File: config.mk
export PLATFORM = sky130hd
export DESIGN_NAME = serial_frame_receiver_with_timeout_unit
export DESIGN_NICKNAME = d
export VERILOG_FILES = /design/src/rtl/core/sfrt_pkg.sv /design/src/rtl/core/serial_frame_receiver_with_timeout_unit.sv
export SDC_FILE = /design/constraint.sdc
export NUM_CORES = 1
export LEC_CHECK = 0
export BUFFER_PORTS_ARGS = -buffer_cell sky130_fd_sc_hd__buf_2
export CELL_PAD_IN_SITES_DETAIL_PLACEMENT = 0
export CELL_PAD_IN_SITES_GLOBAL_PLACEMENT = 2
export CORE_ASPECT_RATIO = 1.25
export CORE_MARGIN = 2
export CORE_UTILIZATION = 45
export CTS_CLUSTER_SIZE = 28
export DETAILED_ROUTE_END_ITERATION = 8
export HOLD_SLACK_MARGIN = 0.05
export MAX_ROUTING_LAYER = met4
export PLACE_DENSITY_LB_ADDON = 0.1
export REMOVE_ABC_BUFFERS = 1
export SKIP_CTS_REPAIR_TIMING = 1
export SLEW_MARGIN = 40
export SYNTH_ARGS = -nofsm -noshare
export SYNTH_HDL_FRONTEND = slang
export SYNTH_SLANG_ARGS = --single-unit
File: constraint.sdc
create_clock -name i_clk -period 10.7 [get_ports i_clk]
set_input_delay 1.07 -clock i_clk [delete_from_list [all_inputs] [get_ports i_clk]]
set_output_delay 1.07 -clock i_clk [all_outputs]
set_load 0.01 [all_outputs]
File: src/rtl/core/sfrt_pkg.sv
`default_nettype none

package sfrt_pkg;

    localparam int EXP_W = 9;

    localparam logic [7:0]  START_MARK  = 8'h53;
    localparam logic [7:0]  END_MARK    = 8'h45;
    localparam logic [15:0] TIMEOUT_RST = 16'd100;

    localparam logic [1:0] REQ_BYTE   = 2'd0;
    localparam logic [1:0] REQ_POLL   = 2'd1;
    localparam logic [1:0] REQ_RESYNC = 2'd2;

    localparam logic [2:0] EV_FRAME     = 3'd0;
    localparam logic [2:0] EV_BAD_END   = 3'd1;
    localparam logic [2:0] EV_TIMEOUT   = 3'd2;
    localparam logic [2:0] EV_REFUSED   = 3'd3;
    localparam logic [2:0] EV_OVERFLOW  = 3'd4;
    localparam logic [2:0] EV_RECOVERED = 3'd5;

    typedef struct packed {
        logic [1:0]  req_type;
        logic [7:0]  data_byte;
        logic [31:0] now_ms;
    } t_in_item;

    typedef struct packed {
        logic [2:0] event_kind;
        logic [7:0] frame_byte;
        logic       last_of_frame;
    } t_out_item;

    typedef enum logic [3:0] {
        ST_IDLE,
        ST_DECODE,
        ST_RECOV,
        ST_REFUSE,
        ST_BYTE,
        ST_OVF,
        ST_BADEND,
        ST_FRAME_RD,
        ST_FRAME_WR,
        ST_CHECK,
        ST_TMO
    } t_state;

endpackage

`default_nettype wire

File: src/rtl/core/serial_frame_receiver_with_timeout_unit.sv
`default_nettype none

// Length-prefixed serial frame receiver with an inactivity timeout. Each input
// transaction is a received byte, a time poll or a resync, stamped with now_ms;
// result transactions are frame bytes (last one flagged) or single events. One
// transaction is worked at a time; an unknown request code is ignored. Each
// single event is sent from a state of its own, and a complete frame is read
// from the frame store, which has one read port with registered data, so each
// byte is first read, then sent. A stalled output holds the sequencer.
module serial_frame_receiver_with_timeout_unit #(
    parameter int MAX_FRAME = 64,
    parameter int MIN_FRAME = 4
) (
    input  wire                 i_clk,
    input  wire                 i_rst_n,
    input  wire                 i_in_valid,
    output logic                o_in_stall,
    input  sfrt_pkg::t_in_item  i_in_data,
    output logic                o_out_valid,
    input  wire                 i_out_stall,
    output sfrt_pkg::t_out_item o_out_data,
    input  wire                 i_cfg_we,
    input  wire [15:0]          i_cfg_wdata
);
    import sfrt_pkg::*;

    localparam int ADDR_W = $clog2(MAX_FRAME);
    localparam int WI_W   = $clog2(MAX_FRAME + 1);

    logic [7:0] mem [MAX_FRAME];

    t_state            r_state, n_state;
    t_in_item          r_item;
    logic [15:0]       r_timeout_ms;
    logic [WI_W-1:0]   r_wi, n_wi;
    logic [EXP_W-1:0]  r_exp, n_exp;
    logic [31:0]       r_deadline, n_deadline;
    logic              r_armed, n_armed;
    logic              r_in_timeout, n_in_timeout;
    logic [WI_W-1:0]   r_flen, n_flen;
    logic [ADDR_W-1:0] r_rd_idx, n_rd_idx;
    logic [7:0]        r_rd_data;
    logic              r_out_valid;
    t_out_item         r_out;

    logic              in_acc;
    logic              slot_free;
    logic              dl_passed;
    logic              timeout_hit;
    logic              wi_full;
    logic              keep;
    logic              complete;
    logic              good_end;
    logic              rd_last;
    logic [WI_W-1:0]   wi_inc;
    logic [EXP_W-1:0]  exp_new;
    logic [31:0]       dl_sum;
    logic              push;
    t_out_item         push_data;
    logic              mem_we;
    logic              mem_re;

    assign in_acc      = i_in_valid && (r_state == ST_IDLE);
    assign o_in_stall  = (r_state != ST_IDLE);
    assign slot_free   = !r_out_valid || !i_out_stall;
    assign o_out_valid = r_out_valid;
    assign o_out_data  = r_out;

    always_comb begin
        dl_passed   = r_deadline < r_item.now_ms;
        timeout_hit = r_armed && dl_passed;
        dl_sum      = r_item.now_ms + 32'(r_timeout_ms);
        wi_full     = (r_wi == WI_W'(MAX_FRAME));
        wi_inc      = r_wi + WI_W'(1);
        if (r_wi == WI_W'(0)) begin
            exp_new = EXP_W'(MIN_FRAME);
        end else if (r_wi == WI_W'(1)) begin
            exp_new = EXP_W'(r_item.data_byte) + EXP_W'(2);
        end else begin
            exp_new = r_exp;
        end
        keep     = (r_wi != WI_W'(0)) || (r_item.data_byte == START_MARK);
        complete = keep && (EXP_W'(wi_inc) == exp_new);
        good_end = (r_item.data_byte == END_MARK);
        rd_last  = ((WI_W'(r_rd_idx) + WI_W'(1)) == r_flen);
    end

    always_comb begin
        n_state = r_state;
        unique case (r_state)
            ST_IDLE: begin
                if (in_acc) n_state = ST_DECODE;
            end
            ST_DECODE: begin
                unique case (r_item.req_type)
                    REQ_BYTE: begin
                        if (r_in_timeout) n_state = dl_passed ? ST_RECOV : ST_REFUSE;
                        else              n_state = ST_BYTE;
                    end
                    REQ_POLL: begin
                        if (r_in_timeout) n_state = dl_passed ? ST_RECOV : ST_IDLE;
                        else              n_state = ST_CHECK;
                    end
                    default: n_state = ST_IDLE;
                endcase
            end
            ST_RECOV: begin
                if (slot_free) n_state = (r_item.req_type == REQ_BYTE) ? ST_BYTE : ST_IDLE;
            end
            ST_REFUSE: begin
                if (slot_free) n_state = ST_IDLE;
            end
            ST_BYTE: begin
                priority if (wi_full)  n_state = ST_OVF;
                else if (!keep)        n_state = ST_CHECK;
                else if (complete)     n_state = good_end ? ST_FRAME_RD : ST_BADEND;
                else                   n_state = ST_CHECK;
            end
            ST_OVF, ST_BADEND: begin
                if (slot_free) n_state = ST_CHECK;
            end
            ST_FRAME_RD: n_state = ST_FRAME_WR;
            ST_FRAME_WR: begin
                if (slot_free) n_state = rd_last ? ST_CHECK : ST_FRAME_RD;
            end
            ST_CHECK: n_state = timeout_hit ? ST_TMO : ST_IDLE;
            ST_TMO: begin
                if (slot_free) n_state = ST_IDLE;
            end
            default: n_state = ST_IDLE;
        endcase
    end

    always_comb begin
        n_wi         = r_wi;
        n_exp        = r_exp;
        n_deadline   = r_deadline;
        n_armed      = r_armed;
        n_in_timeout = r_in_timeout;
        n_flen       = r_flen;
        n_rd_idx     = r_rd_idx;
        mem_we       = 1'b0;
        mem_re       = 1'b0;
        push         = 1'b0;
        push_data    = '{event_kind: EV_FRAME, frame_byte: 8'd0, last_of_frame: 1'b0};
        unique case (r_state)
            ST_DECODE: begin
                unique case (r_item.req_type)
                    REQ_BYTE, REQ_POLL: begin
                        if (r_in_timeout && dl_passed) n_in_timeout = 1'b0;
                    end
                    REQ_RESYNC: begin
                        n_wi         = '0;
                        n_exp        = '0;
                        n_in_timeout = 1'b0;
                    end
                    default: ;
                endcase
            end
            ST_RECOV: begin
                push                 = slot_free;
                push_data.event_kind = EV_RECOVERED;
            end
            ST_REFUSE: begin
                push                 = slot_free;
                push_data.event_kind = EV_REFUSED;
            end
            ST_BYTE: begin
                if (wi_full) begin
                    n_wi  = '0;
                    n_exp = '0;
                end else begin
                    n_exp = exp_new;
                    if (keep) begin
                        n_deadline = dl_sum;
                        mem_we     = 1'b1;
                        if (r_wi == WI_W'(0)) n_armed = 1'b1;
                        if (complete) begin
                            n_wi     = '0;
                            n_armed  = 1'b0;
                            n_flen   = wi_inc;
                            n_rd_idx = '0;
                        end else begin
                            n_wi = wi_inc;
                        end
                    end
                end
            end
            ST_OVF: begin
                push                 = slot_free;
                push_data.event_kind = EV_OVERFLOW;
            end
            ST_BADEND: begin
                push                 = slot_free;
                push_data.event_kind = EV_BAD_END;
            end
            ST_FRAME_RD: mem_re = 1'b1;
            ST_FRAME_WR: begin
                push                    = slot_free;
                push_data.event_kind    = EV_FRAME;
                push_data.frame_byte    = r_rd_data;
                push_data.last_of_frame = rd_last;
                if (slot_free) n_rd_idx = r_rd_idx + ADDR_W'(1);
            end
            ST_CHECK: begin
                if (timeout_hit) begin
                    n_wi         = '0;
                    n_exp        = '0;
                    n_armed      = 1'b0;
                    n_deadline   = dl_sum;
                    n_in_timeout = 1'b1;
                end
            end
            ST_TMO: begin
                push                 = slot_free;
                push_data.event_kind = EV_TIMEOUT;
            end
            default: ;
        endcase
    end

    always_ff @(posedge i_clk) begin
        if (mem_we) mem[r_wi[ADDR_W-1:0]] <= r_item.data_byte;
        if (mem_re) r_rd_data <= mem[r_rd_idx];
    end

    always_ff @(posedge i_clk) begin
        if (in_acc) r_item <= i_in_data;
        if (push)   r_out  <= push_data;
        r_flen   <= n_flen;
        r_rd_idx <= n_rd_idx;
    end

    always_ff @(posedge i_clk) begin
        if (!i_rst_n) begin
            r_state      <= ST_IDLE;
            r_timeout_ms <= TIMEOUT_RST;
            r_wi         <= '0;
            r_exp        <= '0;
            r_deadline   <= '0;
            r_armed      <= 1'b0;
            r_in_timeout <= 1'b0;
            r_out_valid  <= 1'b0;
        end else begin
            r_state      <= n_state;
            r_wi         <= n_wi;
            r_exp        <= n_exp;
            r_deadline   <= n_deadline;
            r_armed      <= n_armed;
            r_in_timeout <= n_in_timeout;
            if (i_cfg_we) r_timeout_ms <= i_cfg_wdata;
            if (push) begin
                r_out_valid <= 1'b1;
            end else if (!i_out_stall) begin
                r_out_valid <= 1'b0;
            end
        end
    end

endmodule

`default_nettype wire

==> summary.md, run 1 <==
| Metric | Value |
|---|---|
| I/O pins | `77` |
| Synth area leaders | `edfxtp_1, mux4_2, dfxtp_1` |
| Num rows | `approximately 100` |
| Drt pass-1 iters | `5` |
| Period minus WS final | `between 4 and 5 ns` |
| Post-synth EDFFs | `587` |
| Critical Path RT | `10.92 ns` |
| Synth-to-layout area growth | `12.9%` |
| CTS tree | `yes` |
| Run status | `completed` |
| Crit path max fanout | `between 60 and 70` |
| Initial Util | `0.455` |
| WHS | `roughly 0.45 ns` |
| Htree depth | `3` |
| WL final | `64,700 um` |
| Combinational share of power | `0.134` |
| Largest net degree at the start of global routing | `72` |
| Placeable Area | `a little over 60,000 sq um` |
| Port bufs | `76` |
| Lkg Pwr | `just over 0.01 uW` |
| Fraction of power consumed by sequential logic | `0.486` |
| Mean Syn Cell Area | `~17 sq um` |
| DRC | `0` |
| Routed wl met3 | `around 2600 um` |
| Worst-Skew Late Latency | `approximately 0.60 ns` |
| Met2 wire length | `35,000 um` |
| Setup CP Type | `flop to flop` |
| Worst Setup End Kind | `flop` |
| Die width | `between 200 and 250 um` |
| Worst Skew | `between 0.015 and 0.02 ns` |
| Initial antenna violation count | `0` |
| GRT Util Overall | `0.218` |
| Synth warnings | `0` |
| Ant. Diodes | `0` |
| RSZ-0062 raised after global routing | `false` |
| Core Util, Final | `0.513` |
| Slew Limit Fails | `0` |
| Pwr dens | `just over 200 nW/um^2` |
| Net switching power | `roughly 1600 uW` |
| Slew HR | `0.411` |
| Vias in the first global route | `15,200` |
| Placed Area | `around 29,000 sq um` |
| Antenna-violating nets left | `0` |
| Count of cell types in the netlist | `just under 70` |
| Synthesized cell area | `between 20,000 and 30,000 sq um` |
| Die Span Y | `281 um` |
| Final Setup Violations | `0` |
| Clk pwr share | `0.379` |
| Clock-pin slew on the worst setup and hold paths | `0.05 ns` |
| Die Footprint | `between 60,000 and 70,000 sq um` |
| CP startpoint kind | `flop` |
| Seq/Total Area, Yosys | `0.691` |
| CTS Sinks | `~660` |
| Grt ovf | `0` |
| Total CTS buffers | `67` |
| Internal cell power | `roughly 4800 uW` |
| Peak VDD IR | `approximately 130 uV` |
| Max-capacitance violation count | `0` |
| CTS max path bufs | `3` |
| Via count | `around 14,000` |
| #FFs+latches synth | `approximately 660` |
| Layout cells sized above 1 | `0.222` |
| Gpl congestion | `between 0.8 and 0.9` |
| Max Used Layer | `met4` |
| Fmax | `around 230 MHz` |
| 1st-iter DRT viols | `933` |
| Fin area | `roughly 31,000 sq um` |
| Clock root buffer | `clkbuf_16` |
| TNS Setup | `0 ns` |
| Worst hold path class | `flop to flop` |
| WL/cell | `25.5 um` |
| Cell count after synthesis | `approximately 1,600` |
| Met1 wire length | `24,800 um` |
| Asr flop ratio synth | `0` |
| Top cell type's share of synthesized area | `0.639` |
| Ys flop type | `edfxtp_1` |
| Final nets | `between 1,500 and 2,000` |
| DPL Wire Length | `~43,000 um` |
| Switching part of the total power | `0.248` |
| Vias/cell | `about 5.7` |
| Fin crit share | `0.400` |
| Data arrival, critical path | `4.50 ns` |
| Worst slew pin tran | `between 0.8 and 0.9 ns` |
| First-pass GRT wire length | `97,200 um` |
| Post-synth top area cell | `edfxtp_1` |
| Final hold viol count | `0` |
==> state kept, by name (all words and copies together), names as in the netlist <==
name	count
mem	512
o_out_data	12
o_out_valid	1
r_armed	1
r_deadline	32
r_exp	9
r_flen	7
r_in_timeout	1
r_item	42
r_rd_data	8
r_rd_idx	6
r_state	4
r_timeout_ms	16
r_wi	7
==> routing by layer <==
layer,track usage,up-vias
met2,0.385,329
met5,-,-
met4,0.0868,0
met1,0.249,7432
met3,0.0355,101
li1,-,6624
==> cells in the mapped netlist (11+ instances only) <==
cell type,number
nand4_1,13
edfxtp_1,587
xor2_1,19
a21o_1,12
o21ai_0,41
nor2_1,139
a211oi_1,13
xnor2_1,32
inv_1,54
nand2_1,64
buf_1,20
mux4_2,168
nand3_1,35
nand2b_1,12
nor3_1,11
ha_1,52
mux2i_1,18
a21oi_1,67
clkbuf_1,48
dfxtp_1,71
==> cells in the final DEF, fill, tap and decap left out, drive strengths merged, types with 13 or more instances in the layout <==
cell type	instances
buf	103
nand3	36
nand2	64
xor2	19
clkbuf	84
mux2i	18
ha	52
inv	55
edfxtp	587
dfxtp	71
nor2	139
o21ai	41
xnor2	32
a211oi	14
clkinv	18
nand4	13
mux4	168
a21oi	67
==> through the flow <==
stage	cells	setup WS, ns	total power (uW)
2_1_floorplan	1546	3.75	3680
3_3_place_gp	2417	6.52	3990
3_5_place_dp	2421	6.46	4000
4_1_cts	2537	6.42	6400
5_1_grt	2537	6.14	6570
6_report	2537	6.42	6320
==> layout make-up <==
class	instances	area (sq um)
Multi-Input combinational cell	834	8080
Tap cell	772	966
Clock buffer	84	1790
Timing Repair Buffer	103	609
Sequential cell	658	19000
Fill cell	4995	29500
Inverter	54	203
Clock inverter	32	440
==> critical path, stage by stage (launching register included) <==
cell and delay [ns]:
edfxtp_1 0.32, buf_4 0.59, nor4b_1 0.45, nand2_1 0.25
o31ai_1 0.37, nand2_1 0.20, nor2_1 0.26, nand3_1 0.57
nor2_1 0.86
==> kinds of logic after synthesis <==
logic type / synth area share
DFF: 0.691
AOI/OAI and AO/OA: 0.0466
xor gates and xnor gates: 0.0162
adders and majority gates: 0.0243
buffers and inverters: 0.0181
and+or+nand+nor: 0.0599
muxes: 0.144
==> power groups by stage <==
stage	sequential, uW	combinational [uW]	clock [uW]
2_1_floorplan	3220	459	0
3_3_place_gp	3130	861	0
3_5_place_dp	3130	870	0
4_1_cts	3080	873	2450
5_1_grt	3080	932	2550
6_report	3070	850	2400
==> worst paths after layout <==
kind | cells after the start | slack (ns) | to | from
min | 2 | 0.45 | r_deadline[0] | r_deadline[0]
max reg2reg | 8 | 6.42 | mem[51][0] | r_item[38]
min reg2reg | 2 | 0.45 | r_deadline[0] | r_deadline[0]
max | 8 | 6.42 | mem[51][0] | r_item[38]
No activity file was read; power rests on OpenSTA's default activity.
==> run 2: changes to the inputs <==
--- a/config.mk
+++ b/config.mk
@@ -5,12 +5,13 @@
 export SDC_FILE = /design/constraint.sdc
 export NUM_CORES = 1
 export LEC_CHECK = 0
+export ABC_AREA = 1
 export BUFFER_PORTS_ARGS = -buffer_cell sky130_fd_sc_hd__buf_2
 export CELL_PAD_IN_SITES_DETAIL_PLACEMENT = 0
 export CELL_PAD_IN_SITES_GLOBAL_PLACEMENT = 2
 export CORE_ASPECT_RATIO = 1.25
 export CORE_MARGIN = 2
-export CORE_UTILIZATION = 45
+export CORE_UTILIZATION = 39
 export CTS_CLUSTER_SIZE = 28
 export DETAILED_ROUTE_END_ITERATION = 8
 export HOLD_SLACK_MARGIN = 0.05
==> constraint.sdc (replaced) <==
create_clock -name i_clk -period 3.8 [get_ports i_clk]
set_input_delay 0.38 -clock i_clk [delete_from_list [all_inputs] [get_ports i_clk]]
set_output_delay 0.38 -clock i_clk [all_outputs]
set_load 0.01 [all_outputs]
==> run 2 against run 1 <==
  * Cell area increased by 4.6%
  * Wire length up 23%
  * Maximum frequency increased by 38%
  * Critical path depth grew 3
  * Combinational power grew 110%
  * Largest power group unchanged
  * Highest routed layer unchanged
==> summary.md, run 2 <==
| Metric | Value |
|---|---|
| I/O pins | `slightly below 80` |
| Initial Util | `0.392` |
| Fin crit share | `0.815` |
| Max reg flops | `512` |
| Post-synth EDFFs | `~590` |
| Final nets | `~2,700` |
| WL final | `around 80,000 um` |
| Most common cell after layout, fill and taps aside | `edfxtp_1` |
| Vias in the first global route | `19,500` |
| Port bufs | `between 70 and 80` |
| Die Footprint | `approximately 74,000 sq um` |
| Worst R2R End | `mem[5][0]` |
| Final Setup Violations | `0` |
| Ys flop type | `edfxtp_1` |
| Hold-critical path depth | `3` |
| Placed Area | `29,600 sq um` |
| GRT Util Overall | `0.223` |
| CTS Sinks | `roughly 660` |
| Top cell type's share of synthesized area | `0.628` |
| Overall power | `17,100 uW` |
| Clock root buffer | `clkbuf_16` |
| Fmax | `323 MHz` |
| WL/cell | `roughly 22 um` |
| Asr flop ratio synth | `0` |
| Top cells by count, synth | `edfxtp_1, nor2_1, o21ai_0` |
| Post-synth top area cell | `edfxtp_1` |
| CP startpoint kind | `flop` |
| Worst-Skew Late Latency | `just over 0.6 ns` |
| TNS Setup | `0 ns` |
| CTS max path bufs | `3` |
| Top-count cell post-synth | `edfxtp_1` |
| Layout cells sized above 1 | `0.105` |
| Met3 global-route usage | `0.0295` |
| DPL Wire Length | `between 50,000 and 60,000 um` |
| Synthesized cell area | `~28,000 sq um` |
| Hold Startpoint | `i_cfg_wdata[1]` |
| Worst Setup End Kind | `flop` |
| Gpl congestion | `between 0.8 and 0.9` |
| Peak VDD IR | `between 300 and 400 uV` |
| GRT Max-Usage Layer | `met2` |
| Mean Syn Cell Area | `11.5 sq um` |
| Seq/Total Area, Yosys | `0.678` |
| Largest net degree at the start of global routing | `162` |
| Core Util, Final | `0.454` |
| Synth-to-layout area growth | `16.0%` |
| Total CTS buffers | `between 60 and 70` |
| CTS tree | `yes` |
| Die Span Y | `304 um` |
| Final hold viol count | `0` |
| Setup CP Type | `flop to flop` |
| M2 GR Usage | `0.390` |
| Count of cell types in the netlist | `between 40 and 50` |
| Synth area leaders | `edfxtp_1, nor2_1, o21ai_0` |
| Hold Crit Endpoint | `r_timeout_ms[1]` |
| First-pass GRT wire length | `between 100,000 and 150,000 um` |
| Clock-pin slew on the worst setup and hold paths | `0.06 ns` |
| R2R cell count | `11` |
| Reg2reg start | `r_wi[1]` |
| 1st-iter DRT viols | `around 1,300` |
| Worst slew pin tran | `approximately 0.81 ns` |
| Placeable Area | `between 70,000 and 80,000 sq um` |
| Crit path max fanout | `8` |
| Data arrival, critical path | `3.33 ns` |
| Place WS | `between 0.6 and 0.7 ns` |
| Drt pass-1 iters | `5` |
| Via count | `between 15,000 and 20,000` |
| Max-capacitance violation count | `0` |
| Period minus WS final | `3.10 ns` |
| Pwr dens | `about 530 nW/um^2` |
| Vias/cell | `5.40` |
| Commonest cells after routing, fill and taps aside | `edfxtp_1, nor2_1, o21ai_0` |
| Synth warnings | `0` |
| R2R Setup Slk | `roughly 0.70 ns` |
| Slew Limit Fails | `0` |
| Worst Skew | `~0.016 ns` |
| Initial antenna violation count | `1` |
| Final worst setup slack | `0.702 ns` |
| Grt ovf | `0` |
| Die width | `between 200 and 250 um` |
| Lkg Pwr | `between 0.01 and 0.015 uW` |
| Cell count after synthesis | `approximately 2,400` |
| #FFs+latches synth | `approximately 660` |
| Slew HR | `0.455` |
| Antenna-violating nets left | `0` |
| Htree depth | `3` |
| Critical Path RT | `4.03 ns` |
| RSZ-0062 raised after global routing | `false` |
| DRC | `0` |
| Num rows | `between 100 and 150` |
| Run status | `completed` |
| Fin area | `between 30,000 and 40,000 sq um` |
| Met1 usage | `0.265` |
| Worst hold path class | `input pin to flop` |
[run 2: cells by family (layout without fill, tap and decap cells)]
kind of cell / Yosys count / count (layout) / synth area share
AO/OA/AOI/OAI: 571 / 571 / 0.121
XOR/XNOR: 31 / 31 / 0.00994
adder cells (fa/ha/maj): 53 / 53 / 0.0239
buffers and inverters: 253 / 423 / 0.0354
flip-flops: 658 / 658 / 0.678
other: 0 / 1 / 0
AND/OR/NAND/NOR: 866 / 866 / 0.132
[run 2: how the worst max path moves through the flow]
| stage | startpoint | endpoint | slack [ns] |
|---|---|---|---|
| floorplan | r_rd_idx[0] | r_rd_data[6] | -6.31 |
| global placement | r_item[27] | r_deadline[0] | 0.71 |
| detailed placement | r_wi[1] | mem[13][2] | 0.69 |
| CTS | r_wi[1] | mem[13][0] | 0.66 |
| global route | r_item[0] | r_deadline[28] | 0.46 |
| finish | r_wi[1] | mem[5][0] | 0.70 |
[run 2: power by group]
group	internal (uW)	total (uW)	switching, uW
sequential	8160	8270	106
combinational	499	1770	1270
clock	4250	7080	2840
[run 2: per-stage QoR]
step	cells	hold WS, ns
6_report	3555	0.0672
5_1_grt	3555	0.0848
4_1_cts	3496	-0.101
3_5_place_dp	3373	0.453
3_3_place_gp	3370	0.445
2_1_floorplan	2297	0.429
[run 2: layout make-up]
cell class / instances / area (sq um)
clock buffers: 86 / 1860
inverters: 118 / 448
well taps: 952 / 1190
clock inverters: 37 / 490
flip-flops and latches: 658 / 19000
diodes: 1 / 2.50
multi-input cells: 1521 / 8070
repair buffers: 182 / 1460
fillers: 6673 / 39100
[run 2: routing by layer]
layer | vias up | routed length [um]
met5 | - | 0
met4 | 0 | 2350
met3 | 116 | 3350
met2 | 490 | 41500
met1 | 9448 | 32700
li1 | 9127 | -
[run 2: worst max-delay path, stage by stage, from the launching register on]
cell	delay (ns)
dfxtp_1	0.44
inv_1	0.17
ha_1	0.23
nand3_2	0.14
nor4_2	0.05
buf_4	0.16
nor2_1	0.12
nand2_1	0.12
nor2_1	0.25
nand3_1	0.12
buf_4	0.25
nor2_1	0.64
